## src/rtl/rrf_pkg.sv

```systemverilog
`timescale 1ns / 1ps
`default_nettype none

package rrf_pkg;

  localparam int SCREEN_COLS_DEF   = 800;
  localparam int SCREEN_ROWS_DEF   = 480;
  localparam int FRACTION_BITS_DEF = 16;

  localparam int COL_W      = 10;
  localparam int ROW_W      = 9;
  localparam int CENTER_W   = 27;
  localparam int STEP_W     = 25;
  localparam int EXT_W      = 25;
  localparam int COLOR_W    = 16;
  localparam int ADDR_W     = 19;
  localparam int LOCAL_W    = 32;
  localparam int CFG_IDX_W  = 3;
  localparam int CFG_DATA_W = 25;

  localparam int QUEUE_DEPTH = 2;
  localparam int QPTR_W      = $clog2(QUEUE_DEPTH);
  localparam int QCNT_W      = $clog2(QUEUE_DEPTH + 1);

  localparam logic OP_START = 1'b0;
  localparam logic OP_TICK  = 1'b1;

  typedef enum logic [CFG_IDX_W-1:0] {
    REG_STEP_COL_X      = 3'd0,
    REG_STEP_COL_Y      = 3'd1,
    REG_STEP_ROW_X      = 3'd2,
    REG_STEP_ROW_Y      = 3'd3,
    REG_HALF_WIDTH      = 3'd4,
    REG_HALF_HEIGHT     = 3'd5,
    REG_BOUNDING_RADIUS = 3'd6,
    REG_FILL_COLOR      = 3'd7
  } cfg_reg_t;

  typedef enum logic [2:0] {
    B_RUN,
    B_DX,
    B_MUL,
    B_ACC,
    B_FIN
  } back_state_t;

  typedef struct packed {
    logic                       op;
    logic                       empty;
    logic signed [CENTER_W-1:0] cx;
    logic signed [CENTER_W-1:0] cy;
    logic [COL_W-1:0]           col_first;
    logic [COL_W-1:0]           col_end;
    logic [ROW_W-1:0]           row_first;
    logic [ROW_W-1:0]           row_end;
  } rrf_item_t;

  typedef struct packed {
    logic signed [STEP_W-1:0] step_col_x;
    logic signed [STEP_W-1:0] step_col_y;
    logic signed [STEP_W-1:0] step_row_x;
    logic signed [STEP_W-1:0] step_row_y;
    logic [EXT_W-1:0]         half_width;
    logic [EXT_W-1:0]         half_height;
    logic [COLOR_W-1:0]       fill_color;
  } rrf_cfg_t;

  typedef struct packed {
    logic active;
    logic seq_busy;
  } rrf_status_t;

  typedef struct packed {
    logic full;
    logic empty;
  } rrf_qstat_t;

endpackage

`default_nettype wire

```

## src/rtl/rrf_front.sv

```systemverilog
`timescale 1ns / 1ps
`default_nettype none

module rrf_front
  import rrf_pkg::*;
#(
  parameter int SCREEN_COLS   = SCREEN_COLS_DEF,
  parameter int SCREEN_ROWS   = SCREEN_ROWS_DEF,
  parameter int FRACTION_BITS = FRACTION_BITS_DEF
) (
  input  logic                       op,
  input  logic signed [CENTER_W-1:0] center_x,
  input  logic signed [CENTER_W-1:0] center_y,
  input  logic [EXT_W-1:0]           radius,
  output rrf_item_t                  item
);

  localparam int EDGE_W = CENTER_W + 1;
  localparam int INT_W  = EDGE_W - FRACTION_BITS;
  localparam int CMP_W  = (INT_W > COL_W ? INT_W : COL_W) + 1;

  logic signed [EDGE_W-1:0] r_s;
  logic signed [EDGE_W-1:0] lo_x, hi_x, lo_y, hi_y;
  logic [CMP_W-1:0]         si, ei, sj, ej;
  logic [CMP_W-1:0]         hi_x_int, hi_y_int;

  // integer part, negative edges count as zero
  function automatic logic [CMP_W-1:0] int_part(input logic signed [EDGE_W-1:0] v);
    logic [INT_W-1:0] ip;
    ip = v[EDGE_W-1:FRACTION_BITS];
    return v[EDGE_W-1] ? '0 : CMP_W'(ip);
  endfunction

  assign r_s  = $signed({{(EDGE_W-EXT_W){1'b0}}, radius});
  assign lo_x = EDGE_W'(center_x) - r_s;
  assign hi_x = EDGE_W'(center_x) + r_s;
  assign lo_y = EDGE_W'(center_y) - r_s;
  assign hi_y = EDGE_W'(center_y) + r_s;

  always_comb begin
    si       = int_part(lo_x);
    sj       = int_part(lo_y);
    hi_x_int = int_part(hi_x);
    hi_y_int = int_part(hi_y);
    ei       = (hi_x_int > CMP_W'(SCREEN_COLS)) ? CMP_W'(SCREEN_COLS) : hi_x_int;
    ej       = (hi_y_int > CMP_W'(SCREEN_ROWS)) ? CMP_W'(SCREEN_ROWS) : hi_y_int;

    item.op        = op;
    item.empty     = (si >= ei) || (sj >= ej);
    item.cx        = center_x;
    item.cy        = center_y;
    item.col_first = si[COL_W-1:0];
    item.col_end   = ei[COL_W-1:0];
    item.row_first = sj[ROW_W-1:0];
    item.row_end   = ej[ROW_W-1:0];
  end

endmodule

`default_nettype wire

```

## src/rtl/rrf_queue.sv

```systemverilog
`timescale 1ns / 1ps
`default_nettype none

module rrf_queue
  import rrf_pkg::*;
(
  input  logic       clk,
  input  logic       rst_n,
  input  logic       push,
  input  rrf_item_t  push_item,
  input  logic       pop,
  output rrf_item_t  head,
  output rrf_qstat_t qstat
);

  rrf_item_t          mem_r [QUEUE_DEPTH];
  logic [QPTR_W-1:0]  wr_ptr_r, wr_ptr_nxt;
  logic [QPTR_W-1:0]  rd_ptr_r, rd_ptr_nxt;
  logic [QCNT_W-1:0]  count_r, count_nxt;

  function automatic logic [QPTR_W-1:0] ptr_inc(input logic [QPTR_W-1:0] p);
    return (p == QPTR_W'(QUEUE_DEPTH - 1)) ? '0 : p + QPTR_W'(1);
  endfunction

  always_comb begin
    wr_ptr_nxt = push ? ptr_inc(wr_ptr_r) : wr_ptr_r;
    rd_ptr_nxt = pop ? ptr_inc(rd_ptr_r) : rd_ptr_r;
    count_nxt  = count_r + QCNT_W'(push) - QCNT_W'(pop);
  end

  always_ff @(posedge clk) begin
    if (!rst_n) begin
      wr_ptr_r <= '0;
      rd_ptr_r <= '0;
      count_r  <= '0;
    end else begin
      wr_ptr_r <= wr_ptr_nxt;
      rd_ptr_r <= rd_ptr_nxt;
      count_r  <= count_nxt;
    end
  end

  always_ff @(posedge clk) begin
    if (push) begin
      mem_r[wr_ptr_r] <= push_item;
    end
  end

  assign head        = mem_r[rd_ptr_r];
  assign qstat.full  = (count_r == QCNT_W'(QUEUE_DEPTH));
  assign qstat.empty = (count_r == '0);

endmodule

`default_nettype wire

```

## src/rtl/rrf_back.sv

```systemverilog
`timescale 1ns / 1ps
`default_nettype none

module rrf_back
  import rrf_pkg::*;
#(
  parameter int SCREEN_COLS   = SCREEN_COLS_DEF,
  parameter int FRACTION_BITS = FRACTION_BITS_DEF
) (
  input  logic               clk,
  input  logic               rst_n,
  input  rrf_cfg_t           cfg,
  input  rrf_item_t          q_item,
  input  logic               q_empty,
  output logic               q_pop,
  output logic               out_valid,
  input  logic               out_ready,
  output logic               out_write_valid,
  output logic [ADDR_W-1:0]  out_address,
  output logic [COLOR_W-1:0] out_color,
  output logic               out_done,
  output rrf_status_t        status
);

  localparam int DX_W   = ((COL_W + FRACTION_BITS) > CENTER_W ?
                           (COL_W + FRACTION_BITS) : CENTER_W) + 2;
  localparam int PROD_W = DX_W + STEP_W;
  localparam int ACC_W  = PROD_W + 1;
  localparam int BASE_W = ROW_W + COL_W;
  localparam logic [ACC_W-1:0] FRAC_MASK = (ACC_W'(1) << FRACTION_BITS) - ACC_W'(1);

  back_state_t state_r, state_nxt;

  logic                       active_r, active_nxt;
  logic [COL_W-1:0]           col_now_r, col_now_nxt;
  logic [COL_W-1:0]           col_first_r, col_first_nxt;
  logic [COL_W-1:0]           col_end_r, col_end_nxt;
  logic [ROW_W-1:0]           row_now_r, row_now_nxt;
  logic [ROW_W-1:0]           row_end_r, row_end_nxt;
  logic [BASE_W-1:0]          base_r, base_nxt;
  logic [LOCAL_W-1:0]         local_x_r, local_x_nxt;
  logic [LOCAL_W-1:0]         local_y_r, local_y_nxt;
  logic [LOCAL_W-1:0]         rsx_r, rsx_nxt;
  logic [LOCAL_W-1:0]         rsy_r, rsy_nxt;
  logic signed [CENTER_W-1:0] cx_r, cx_nxt;
  logic signed [CENTER_W-1:0] cy_r, cy_nxt;
  logic signed [DX_W-1:0]     dx_r, dx_nxt;
  logic signed [DX_W-1:0]     dy_r, dy_nxt;
  logic [1:0]                 k_r, k_nxt;
  logic signed [PROD_W-1:0]   prod_r, prod_nxt;
  logic signed [ACC_W-1:0]    acc_x_r, acc_x_nxt;
  logic signed [ACC_W-1:0]    acc_y_r, acc_y_nxt;

  logic                       out_valid_r, out_valid_nxt;
  logic                       out_wv_r, out_wv_nxt;
  logic [ADDR_W-1:0]          out_addr_r, out_addr_nxt;
  logic [COLOR_W-1:0]         out_color_r, out_color_nxt;
  logic                       out_done_r, out_done_nxt;

  logic                       can_out;
  logic                       pop;
  logic signed [DX_W-1:0]     col_fix, row_fix;
  logic signed [DX_W-1:0]     mul_a;
  logic signed [STEP_W-1:0]   mul_b;
  logic signed [LOCAL_W:0]    x_s, y_s, hw_s, hh_s;
  logic                       pix_hit;
  logic [COL_W-1:0]           col_inc;
  logic [ROW_W-1:0]           row_inc;
  logic                       row_wrap;
  logic                       box_last;
  logic [LOCAL_W-1:0]         rsx_step, rsy_step;
  logic [LOCAL_W-1:0]         start_x, start_y;

  function automatic logic [LOCAL_W-1:0] step32(input logic signed [STEP_W-1:0] s);
    return LOCAL_W'(s);
  endfunction

  // shift right rounding toward zero, keep 32 bits
  function automatic logic [LOCAL_W-1:0] trunc_fix(input logic signed [ACC_W-1:0] a);
    logic [ACC_W-1:0] adj;
    adj = a + (a[ACC_W-1] ? FRAC_MASK : '0);
    return adj[FRACTION_BITS +: LOCAL_W];
  endfunction

  assign can_out = !out_valid_r || out_ready;
  assign pop     = (state_r == B_RUN) && can_out && !q_empty;

  assign col_fix = $signed(DX_W'({col_first_r, {FRACTION_BITS{1'b0}}}));
  assign row_fix = $signed(DX_W'({row_now_r, {FRACTION_BITS{1'b0}}}));

  assign mul_a = k_r[0] ? dy_r : dx_r;
  always_comb begin
    case (k_r)
      2'd0:    mul_b = cfg.step_col_x;
      2'd1:    mul_b = cfg.step_row_x;
      2'd2:    mul_b = cfg.step_col_y;
      default: mul_b = cfg.step_row_y;
    endcase
  end

  assign x_s     = $signed({local_x_r[LOCAL_W-1], local_x_r});
  assign y_s     = $signed({local_y_r[LOCAL_W-1], local_y_r});
  assign hw_s    = $signed({{(LOCAL_W+1-EXT_W){1'b0}}, cfg.half_width});
  assign hh_s    = $signed({{(LOCAL_W+1-EXT_W){1'b0}}, cfg.half_height});
  assign pix_hit = (x_s >= -hw_s) && (x_s <= hw_s) && (y_s >= -hh_s) && (y_s <= hh_s);

  assign col_inc  = col_now_r + COL_W'(1);
  assign row_inc  = row_now_r + ROW_W'(1);
  assign row_wrap = (col_inc >= col_end_r);
  assign box_last = row_wrap && (row_inc >= row_end_r);
  assign rsx_step = rsx_r + step32(cfg.step_row_x);
  assign rsy_step = rsy_r + step32(cfg.step_row_y);
  assign start_x  = trunc_fix(acc_x_r);
  assign start_y  = trunc_fix(acc_y_r);

  always_comb begin
    state_nxt = state_r;
    unique case (state_r)
      B_RUN: begin
        if (pop && (q_item.op == OP_START) && !q_item.empty) begin
          state_nxt = B_DX;
        end
      end
      B_DX:  state_nxt = B_MUL;
      B_MUL: begin
        if (k_r == 2'd3) begin
          state_nxt = B_ACC;
        end
      end
      B_ACC: state_nxt = B_FIN;
      B_FIN: begin
        if (can_out) begin
          state_nxt = B_RUN;
        end
      end
      default: state_nxt = B_RUN;
    endcase
  end

  always_comb begin
    active_nxt    = active_r;
    col_now_nxt   = col_now_r;
    col_first_nxt = col_first_r;
    col_end_nxt   = col_end_r;
    row_now_nxt   = row_now_r;
    row_end_nxt   = row_end_r;
    base_nxt      = base_r;
    local_x_nxt   = local_x_r;
    local_y_nxt   = local_y_r;
    rsx_nxt       = rsx_r;
    rsy_nxt       = rsy_r;
    cx_nxt        = cx_r;
    cy_nxt        = cy_r;
    dx_nxt        = dx_r;
    dy_nxt        = dy_r;
    k_nxt         = k_r;
    prod_nxt      = prod_r;
    acc_x_nxt     = acc_x_r;
    acc_y_nxt     = acc_y_r;
    out_valid_nxt = out_valid_r && !out_ready;
    out_wv_nxt    = out_wv_r;
    out_addr_nxt  = out_addr_r;
    out_color_nxt = out_color_r;
    out_done_nxt  = out_done_r;

    unique case (state_r)
      B_RUN: begin
        if (pop) begin
          if (q_item.op == OP_START) begin
            if (q_item.empty) begin
              active_nxt    = 1'b0;
              out_valid_nxt = 1'b1;
              out_wv_nxt    = 1'b0;
              out_addr_nxt  = '0;
              out_color_nxt = cfg.fill_color;
              out_done_nxt  = 1'b1;
            end else begin
              col_first_nxt = q_item.col_first;
              col_now_nxt   = q_item.col_first;
              col_end_nxt   = q_item.col_end;
              row_now_nxt   = q_item.row_first;
              row_end_nxt   = q_item.row_end;
              cx_nxt        = q_item.cx;
              cy_nxt        = q_item.cy;
            end
          end else begin
            out_valid_nxt = 1'b1;
            out_color_nxt = cfg.fill_color;
            if (!active_r) begin
              out_wv_nxt   = 1'b0;
              out_addr_nxt = '0;
              out_done_nxt = 1'b1;
            end else begin
              out_wv_nxt   = pix_hit;
              out_addr_nxt = ADDR_W'(base_r + BASE_W'(col_now_r));
              out_done_nxt = box_last;
              if (row_wrap) begin
                col_now_nxt = col_first_r;
                row_now_nxt = row_inc;
                base_nxt    = base_r + BASE_W'(SCREEN_COLS);
                rsx_nxt     = rsx_step;
                rsy_nxt     = rsy_step;
                local_x_nxt = rsx_step;
                local_y_nxt = rsy_step;
                active_nxt  = !box_last;
              end else begin
                col_now_nxt = col_inc;
                local_x_nxt = local_x_r + step32(cfg.step_col_x);
                local_y_nxt = local_y_r + step32(cfg.step_col_y);
              end
            end
          end
        end
      end
      B_DX: begin
        dx_nxt    = col_fix - DX_W'(cx_r);
        dy_nxt    = row_fix - DX_W'(cy_r);
        base_nxt  = BASE_W'(row_now_r) * BASE_W'(SCREEN_COLS);
        k_nxt     = 2'd0;
        acc_x_nxt = '0;
        acc_y_nxt = '0;
      end
      B_MUL: begin
        prod_nxt = mul_a * mul_b;
        k_nxt    = k_r + 2'd1;
        // accumulate the product formed in the previous cycle
        if (k_r == 2'd1 || k_r == 2'd2) begin
          acc_x_nxt = acc_x_r + ACC_W'(prod_r);
        end else if (k_r == 2'd3) begin
          acc_y_nxt = acc_y_r + ACC_W'(prod_r);
        end
      end
      B_ACC: begin
        acc_y_nxt = acc_y_r + ACC_W'(prod_r);
      end
      B_FIN: begin
        if (can_out) begin
          rsx_nxt       = start_x;
          rsy_nxt       = start_y;
          local_x_nxt   = start_x;
          local_y_nxt   = start_y;
          active_nxt    = 1'b1;
          out_valid_nxt = 1'b1;
          out_wv_nxt    = 1'b0;
          out_addr_nxt  = '0;
          out_color_nxt = cfg.fill_color;
          out_done_nxt  = 1'b0;
        end
      end
      default: begin
        active_nxt = 1'b0;
      end
    endcase
  end

  always_ff @(posedge clk) begin
    if (!rst_n) begin
      state_r     <= B_RUN;
      active_r    <= 1'b0;
      out_valid_r <= 1'b0;
      k_r         <= '0;
    end else begin
      state_r     <= state_nxt;
      active_r    <= active_nxt;
      out_valid_r <= out_valid_nxt;
      k_r         <= k_nxt;
    end
  end

  always_ff @(posedge clk) begin
    col_now_r   <= col_now_nxt;
    col_first_r <= col_first_nxt;
    col_end_r   <= col_end_nxt;
    row_now_r   <= row_now_nxt;
    row_end_r   <= row_end_nxt;
    base_r      <= base_nxt;
    local_x_r   <= local_x_nxt;
    local_y_r   <= local_y_nxt;
    rsx_r       <= rsx_nxt;
    rsy_r       <= rsy_nxt;
    cx_r        <= cx_nxt;
    cy_r        <= cy_nxt;
    dx_r        <= dx_nxt;
    dy_r        <= dy_nxt;
    prod_r      <= prod_nxt;
    acc_x_r     <= acc_x_nxt;
    acc_y_r     <= acc_y_nxt;
    out_wv_r    <= out_wv_nxt;
    out_addr_r  <= out_addr_nxt;
    out_color_r <= out_color_nxt;
    out_done_r  <= out_done_nxt;
  end

  assign q_pop           = pop;
  assign out_valid       = out_valid_r;
  assign out_write_valid = out_wv_r;
  assign out_address     = out_addr_r;
  assign out_color       = out_color_r;
  assign out_done        = out_done_r;
  assign status.active   = active_r;
  assign status.seq_busy = (state_r != B_RUN);

endmodule

`default_nettype wire

```

## src/rtl/rotated_rectangle_fill_top.sv

```systemverilog
// channel   dir  handshake              tdata (low bit up)                 tuser / tlast
// in_       in   in_tvalid/in_tready    center_x[26:0], center_y[53:27]    tuser = op
// out_      out  out_tvalid/out_tready  pixel_address[18:0], color[34:19]  tuser = write_valid,
//                                                                          tlast = done_res
// cfg_      in   cfg_we                 cfg_index selects, cfg_data        -
//
// ticks and empty-box starts pass one item per cycle unless out_tready or a start holds them
// a start with a non-empty box holds the back end in B_DX, B_MUL, B_ACC, B_FIN: one shared
// multiplier forms the four offset products in turn, then an add and a rounding shift
// the two-entry queue keeps taking items until full while the back end or out_tready stalls
// rst_n is synchronous, active low; only control and config registers take reset values
`timescale 1ns / 1ps
`default_nettype none

module rotated_rectangle_fill_top
  import rrf_pkg::*;
#(
  parameter int SCREEN_COLS   = SCREEN_COLS_DEF,
  parameter int SCREEN_ROWS   = SCREEN_ROWS_DEF,
  parameter int FRACTION_BITS = FRACTION_BITS_DEF
) (
  input  logic                  clk,
  input  logic                  rst_n,
  input  logic                  in_tvalid,
  output logic                  in_tready,
  input  logic [55:0]           in_tdata,   // center_x, center_y, zero pad
  input  logic                  in_tuser,   // op
  output logic                  out_tvalid,
  input  logic                  out_tready,
  output logic [39:0]           out_tdata,  // pixel_address, pixel_color, zero pad
  output logic                  out_tuser,  // write_valid
  output logic                  out_tlast,  // done_res
  input  logic                  cfg_we,
  input  logic [CFG_IDX_W-1:0]  cfg_index,
  input  logic [CFG_DATA_W-1:0] cfg_data
);

  rrf_cfg_t           cfg_r;
  logic [EXT_W-1:0]   radius_r;
  rrf_item_t          front_item;
  rrf_item_t          q_head;
  rrf_qstat_t         qstat;
  rrf_status_t        status;
  logic               q_push;
  logic               q_pop;
  logic [ADDR_W-1:0]  out_address;
  logic [COLOR_W-1:0] out_color;

  always_ff @(posedge clk) begin
    if (!rst_n) begin
      cfg_r.step_col_x  <= STEP_W'(1 << FRACTION_BITS);
      cfg_r.step_col_y  <= '0;
      cfg_r.step_row_x  <= '0;
      cfg_r.step_row_y  <= STEP_W'(1 << FRACTION_BITS);
      cfg_r.half_width  <= '0;
      cfg_r.half_height <= '0;
      cfg_r.fill_color  <= '0;
      radius_r          <= '0;
    end else if (cfg_we) begin
      unique case (cfg_reg_t'(cfg_index))
        REG_STEP_COL_X:      cfg_r.step_col_x  <= $signed(cfg_data);
        REG_STEP_COL_Y:      cfg_r.step_col_y  <= $signed(cfg_data);
        REG_STEP_ROW_X:      cfg_r.step_row_x  <= $signed(cfg_data);
        REG_STEP_ROW_Y:      cfg_r.step_row_y  <= $signed(cfg_data);
        REG_HALF_WIDTH:      cfg_r.half_width  <= cfg_data;
        REG_HALF_HEIGHT:     cfg_r.half_height <= cfg_data;
        REG_BOUNDING_RADIUS: radius_r          <= cfg_data;
        REG_FILL_COLOR:      cfg_r.fill_color  <= cfg_data[COLOR_W-1:0];
        default:             radius_r          <= radius_r;
      endcase
    end
  end

  assign in_tready = !qstat.full;
  assign q_push    = in_tvalid && in_tready;

  rrf_front #(
    .SCREEN_COLS  (SCREEN_COLS),
    .SCREEN_ROWS  (SCREEN_ROWS),
    .FRACTION_BITS(FRACTION_BITS)
  ) u_front (
    .op      (in_tuser),
    .center_x($signed(in_tdata[CENTER_W-1:0])),
    .center_y($signed(in_tdata[2*CENTER_W-1:CENTER_W])),
    .radius  (radius_r),
    .item    (front_item)
  );

  rrf_queue u_queue (
    .clk      (clk),
    .rst_n    (rst_n),
    .push     (q_push),
    .push_item(front_item),
    .pop      (q_pop),
    .head     (q_head),
    .qstat    (qstat)
  );

  rrf_back #(
    .SCREEN_COLS  (SCREEN_COLS),
    .FRACTION_BITS(FRACTION_BITS)
  ) u_back (
    .clk            (clk),
    .rst_n          (rst_n),
    .cfg            (cfg_r),
    .q_item         (q_head),
    .q_empty        (qstat.empty),
    .q_pop          (q_pop),
    .out_valid      (out_tvalid),
    .out_ready      (out_tready),
    .out_write_valid(out_tuser),
    .out_address    (out_address),
    .out_color      (out_color),
    .out_done       (out_tlast),
    .status         (status)
  );

  assign out_tdata = {{(40-ADDR_W-COLOR_W){1'b0}}, out_color, out_address};

`ifndef NO_ASSERTIONS
  a_pop_not_empty: assert property (@(posedge clk) disable iff (!rst_n)
    q_pop |-> !qstat.empty)
    else $error("queue popped while empty");

  a_no_pop_in_seq: assert property (@(posedge clk) disable iff (!rst_n)
    status.seq_busy |-> !q_pop)
    else $error("queue popped during start sequence");

  a_write_on_screen: assert property (@(posedge clk) disable iff (!rst_n)
    (out_tvalid && out_tuser) |-> (32'(out_address) < SCREEN_COLS * SCREEN_ROWS))
    else $error("pixel write outside screen");

  a_box_opens_with_start_item: assert property (@(posedge clk) disable iff (!rst_n)
    $rose(status.active) |-> (out_tvalid && !out_tlast))
    else $error("box opened without its start item");
`endif

endmodule

`default_nettype wire
```

## config.mk

```make
export PLATFORM = sky130hd
export DESIGN_NAME = rotated_rectangle_fill_top
export DESIGN_NICKNAME = d
export VERILOG_FILES = /design/src/rtl/rrf_pkg.sv /design/src/rtl/rrf_front.sv /design/src/rtl/rrf_queue.sv /design/src/rtl/rrf_back.sv /design/src/rtl/rotated_rectangle_fill_top.sv
export SDC_FILE = /design/constraint.sdc
export NUM_CORES = 2
export LEC_CHECK = 0
export ABC_CLOCK_PERIOD_IN_PS = 13550
export BUFFER_PORTS_ARGS = -buffer_cell sky130_fd_sc_hd__buf_2
export CORE_UTILIZATION = 40
export CTS_BUF_LIST = sky130_fd_sc_hd__clkbuf_16
export CTS_CLUSTER_DIAMETER = 200
export DETAILED_ROUTE_END_ITERATION = 12
export PLACE_DENSITY = 0.62
export SETUP_SLACK_MARGIN = 0.3
export SLEW_MARGIN = 20
export SYNTH_ARGS = -nofsm -noshare
export SYNTH_HDL_FRONTEND = slang
export SYNTH_HIERARCHICAL = 1
export SYNTH_SLANG_ARGS = --single-unit
```

## constraint.sdc

```tcl
create_clock -name clk -period 13.55 [get_ports clk]
set_input_delay 0 -clock clk [delete_from_list [all_inputs] [get_ports clk]]
set_output_delay 0 -clock clk [all_outputs]
set_load 0.01 [all_outputs]
```

==> impl_metrics.json <==
{
  "status": "finished clean",
  "final_nets": 10200,
  "crit_type": "reg2reg",
  "tns_ns": 0,
  "syn_inst": 8553,
  "hold_violations": 0,
  "dieWidth_um": 459,
  "dieArea_um2": 211000,
  "num_rows": 167,
  "maxCapViolations": 0,
  "final_core_util_pct": 44.0,
  "slowest_stage": "ha_1",
  "fin_crit_sh_pct": 74.6,
  "critPathCaptureType": "flop",
  "layout_commonest_cell": "inv_1",
  "vias": 62900,
  "place_congestion": 0.965,
  "slew_headroom_pct": 18.8,
  "hold_class": "in2reg",
  "grt_pass1_wl_um": 387000,
  "fp.dieH_um": 459,
  "required_ns": 14.07,
  "start_kind": "flop",
  "grt_usage_pct": 24.1,
  "grt_pass1_vias": 63600,
  "post_cts_buffers": 0,
  "drc": 0,
  "area_growth_pct": 9.07,
  "grt_antenna_before_repair": 8,
  "clk_pin_slew_ns": 0.06,
  "via_per_inst": 5.48,
  "core_um2": 207000,
  "netlist_area_um2": 83600,
  "portBuffers": 126,
  "ir_worst_vdd_mv": 0.130,
  "worstPathMaxFanout": 25,
  "powerDensity_nw_per_um2": 144,
  "routed_wl_um": 256000,
  "htreeDepth": 3,
  "synth_warnings": 6,
  "cts-buffers-inserted": 102,
  "rsz0062_at_grt": "no",
  "finalCriticalPeriod_ns": 10.11,
  "cp_num_buf_inv": 4,
  "cts_buffer_depth": 3,
  "final_cell_mix": "1054 x inv_1, 875 x nand2_1, 794 x nor2_1",
  "layout-drive-gt1-share_pct": 7.71,
  "cpMostUsedCell": "fa_1",
  "cts-root-buf": "clkbuf_16",
  "fmax_mhz": 98.9,
  "synth_area_per_cell_um2": 9.77,
  "finClkSkew_ns": 0.0662,
  "setup_viol_count_final": 0,
  "wl_per_cell_um": 22.3,
  "start_util_pct": 40.3,
  "gr-total-overflow": 0,
  "hpwl_um": 199000,
  "slowest_delay_ns": 0.88,
  "grt_max_degree": 101,
  "dr.pass1.iters": 8,
  "power.leakage_nw": 40.5,
  "cts.sinks": 892,
  "report.final.slew_viol_count": 0,
  "critPathArrivalTime_ns": 10.63,
  "clock_latency_ns": 0.77,
  "ios": 134,
  "ant_nets": 0,
  "cp_top_family": "adder cells",
  "tightestPinTransition_ns": 1.21,
  "drt_iter0_markers": 5282,
  "cts_tree": "done"
}
path summary, 6_finish.rpt:
kind	from	depth (start not counted)	slack, ns	endpoint
max reg2reg	u_back/k_r[0]$_SDFFE_PN0P_	28	3.44	u_back/prod_r[51]$_DFFE_PP_
max	u_back/k_r[0]$_SDFFE_PN0P_	28	3.44	u_back/prod_r[51]$_DFFE_PP_
min reg2reg	cfg_r[8]$_SDFFE_PN0P_	0	0.43	u_back/out_color[8]$_DFFE_PP_
min	in_tdata[30]	2	0.04	u_queue/mem_r[0][41]$_DFFE_PP_
through the flow:
stage	worst slack [ns]	power (mW)	hold WS, ns	instance area [µm²]	std cells
detailed placement	3.44	10.1	0.204	86900	11200
global route	3.00	13.9	0.0269	91200	11500
finish	3.44	13.1	0.0447	91200	11500
global placement	3.54	10.0	0.194	86900	11200
floorplan	3.68	8.16	0.118	83600	8560
CTS	3.40	13.1	0.00408	91100	11500
cell type report:
cell class	instances	area [µm²]
multi-input combinational	6277	53500
timing repair buffer	283	1990
clock buffer	107	2680
clock inverter	84	852
antenna	4	10.0
tap	2788	3490
sequential	892	24800
fill	19900	116000
inverter	1037	3890
flip-flops by register name (all words and copies together) (netlist names), 27 cells and up, named ones only:
| signal | count |
|---|---|
| u_queue/mem_r | 188 |
| cfg_r | 166 |
| u_back/acc_x_r | 55 |
| u_back/acc_y_r | 55 |
| u_back/prod_r | 54 |
| u_back/local_x_r | 32 |
| u_back/local_y_r | 32 |
| u_back/rsx_r | 32 |
| u_back/rsy_r | 32 |
| u_back/dx_r | 28 |
| u_back/dy_r | 28 |
| u_back/cx_r | 27 |
| u_back/cy_r | 27 |
report_power, final:
| part | internal (mW) | switching, mW | total, mW |
|---|---|---|---|
| registers | 3.53 | 0.308 | 3.84 |
| clock network | 1.68 | 1.22 | 2.90 |
| logic | 2.37 | 3.98 | 6.35 |
worst reg2reg max path, delay by kind of cell (launching register included):
family / cells / cell delay (ns)
AOI/OAI and AO/OA: 8 / 2.16
adders and majority gates: 9 / 5.06
buffers and inverters: 4 / 0.75
and+or+nand+nor: 5 / 0.88
muxes: 1 / 0.14
DFF: 1 / 0.54
xor gates and xnor gates: 1 / 0.35
routing by layer:
| metal | GRT usage, % | routed length (µm) | up-vias |
|---|---|---|---|
| met1 | 31.5 | 109000 | 31300 |
| met4 | 9.15 | 10700 | 2 |
| met5 | 0 | 13 | - |
| met2 | 40.1 | 120000 | 2114 |
| li1 | - | - | 29100 |
| met3 | 3.69 | 16300 | 442 |
what timing repair did:
item                                    4_1_cts  5_1_grt
hold endpoints to repair                    183        0
resized for setup                             0        0
hold buffers                                 69        0
endpoints found under the setup margin        0        0
Note: power is estimated with default switching activity, not from simulation.
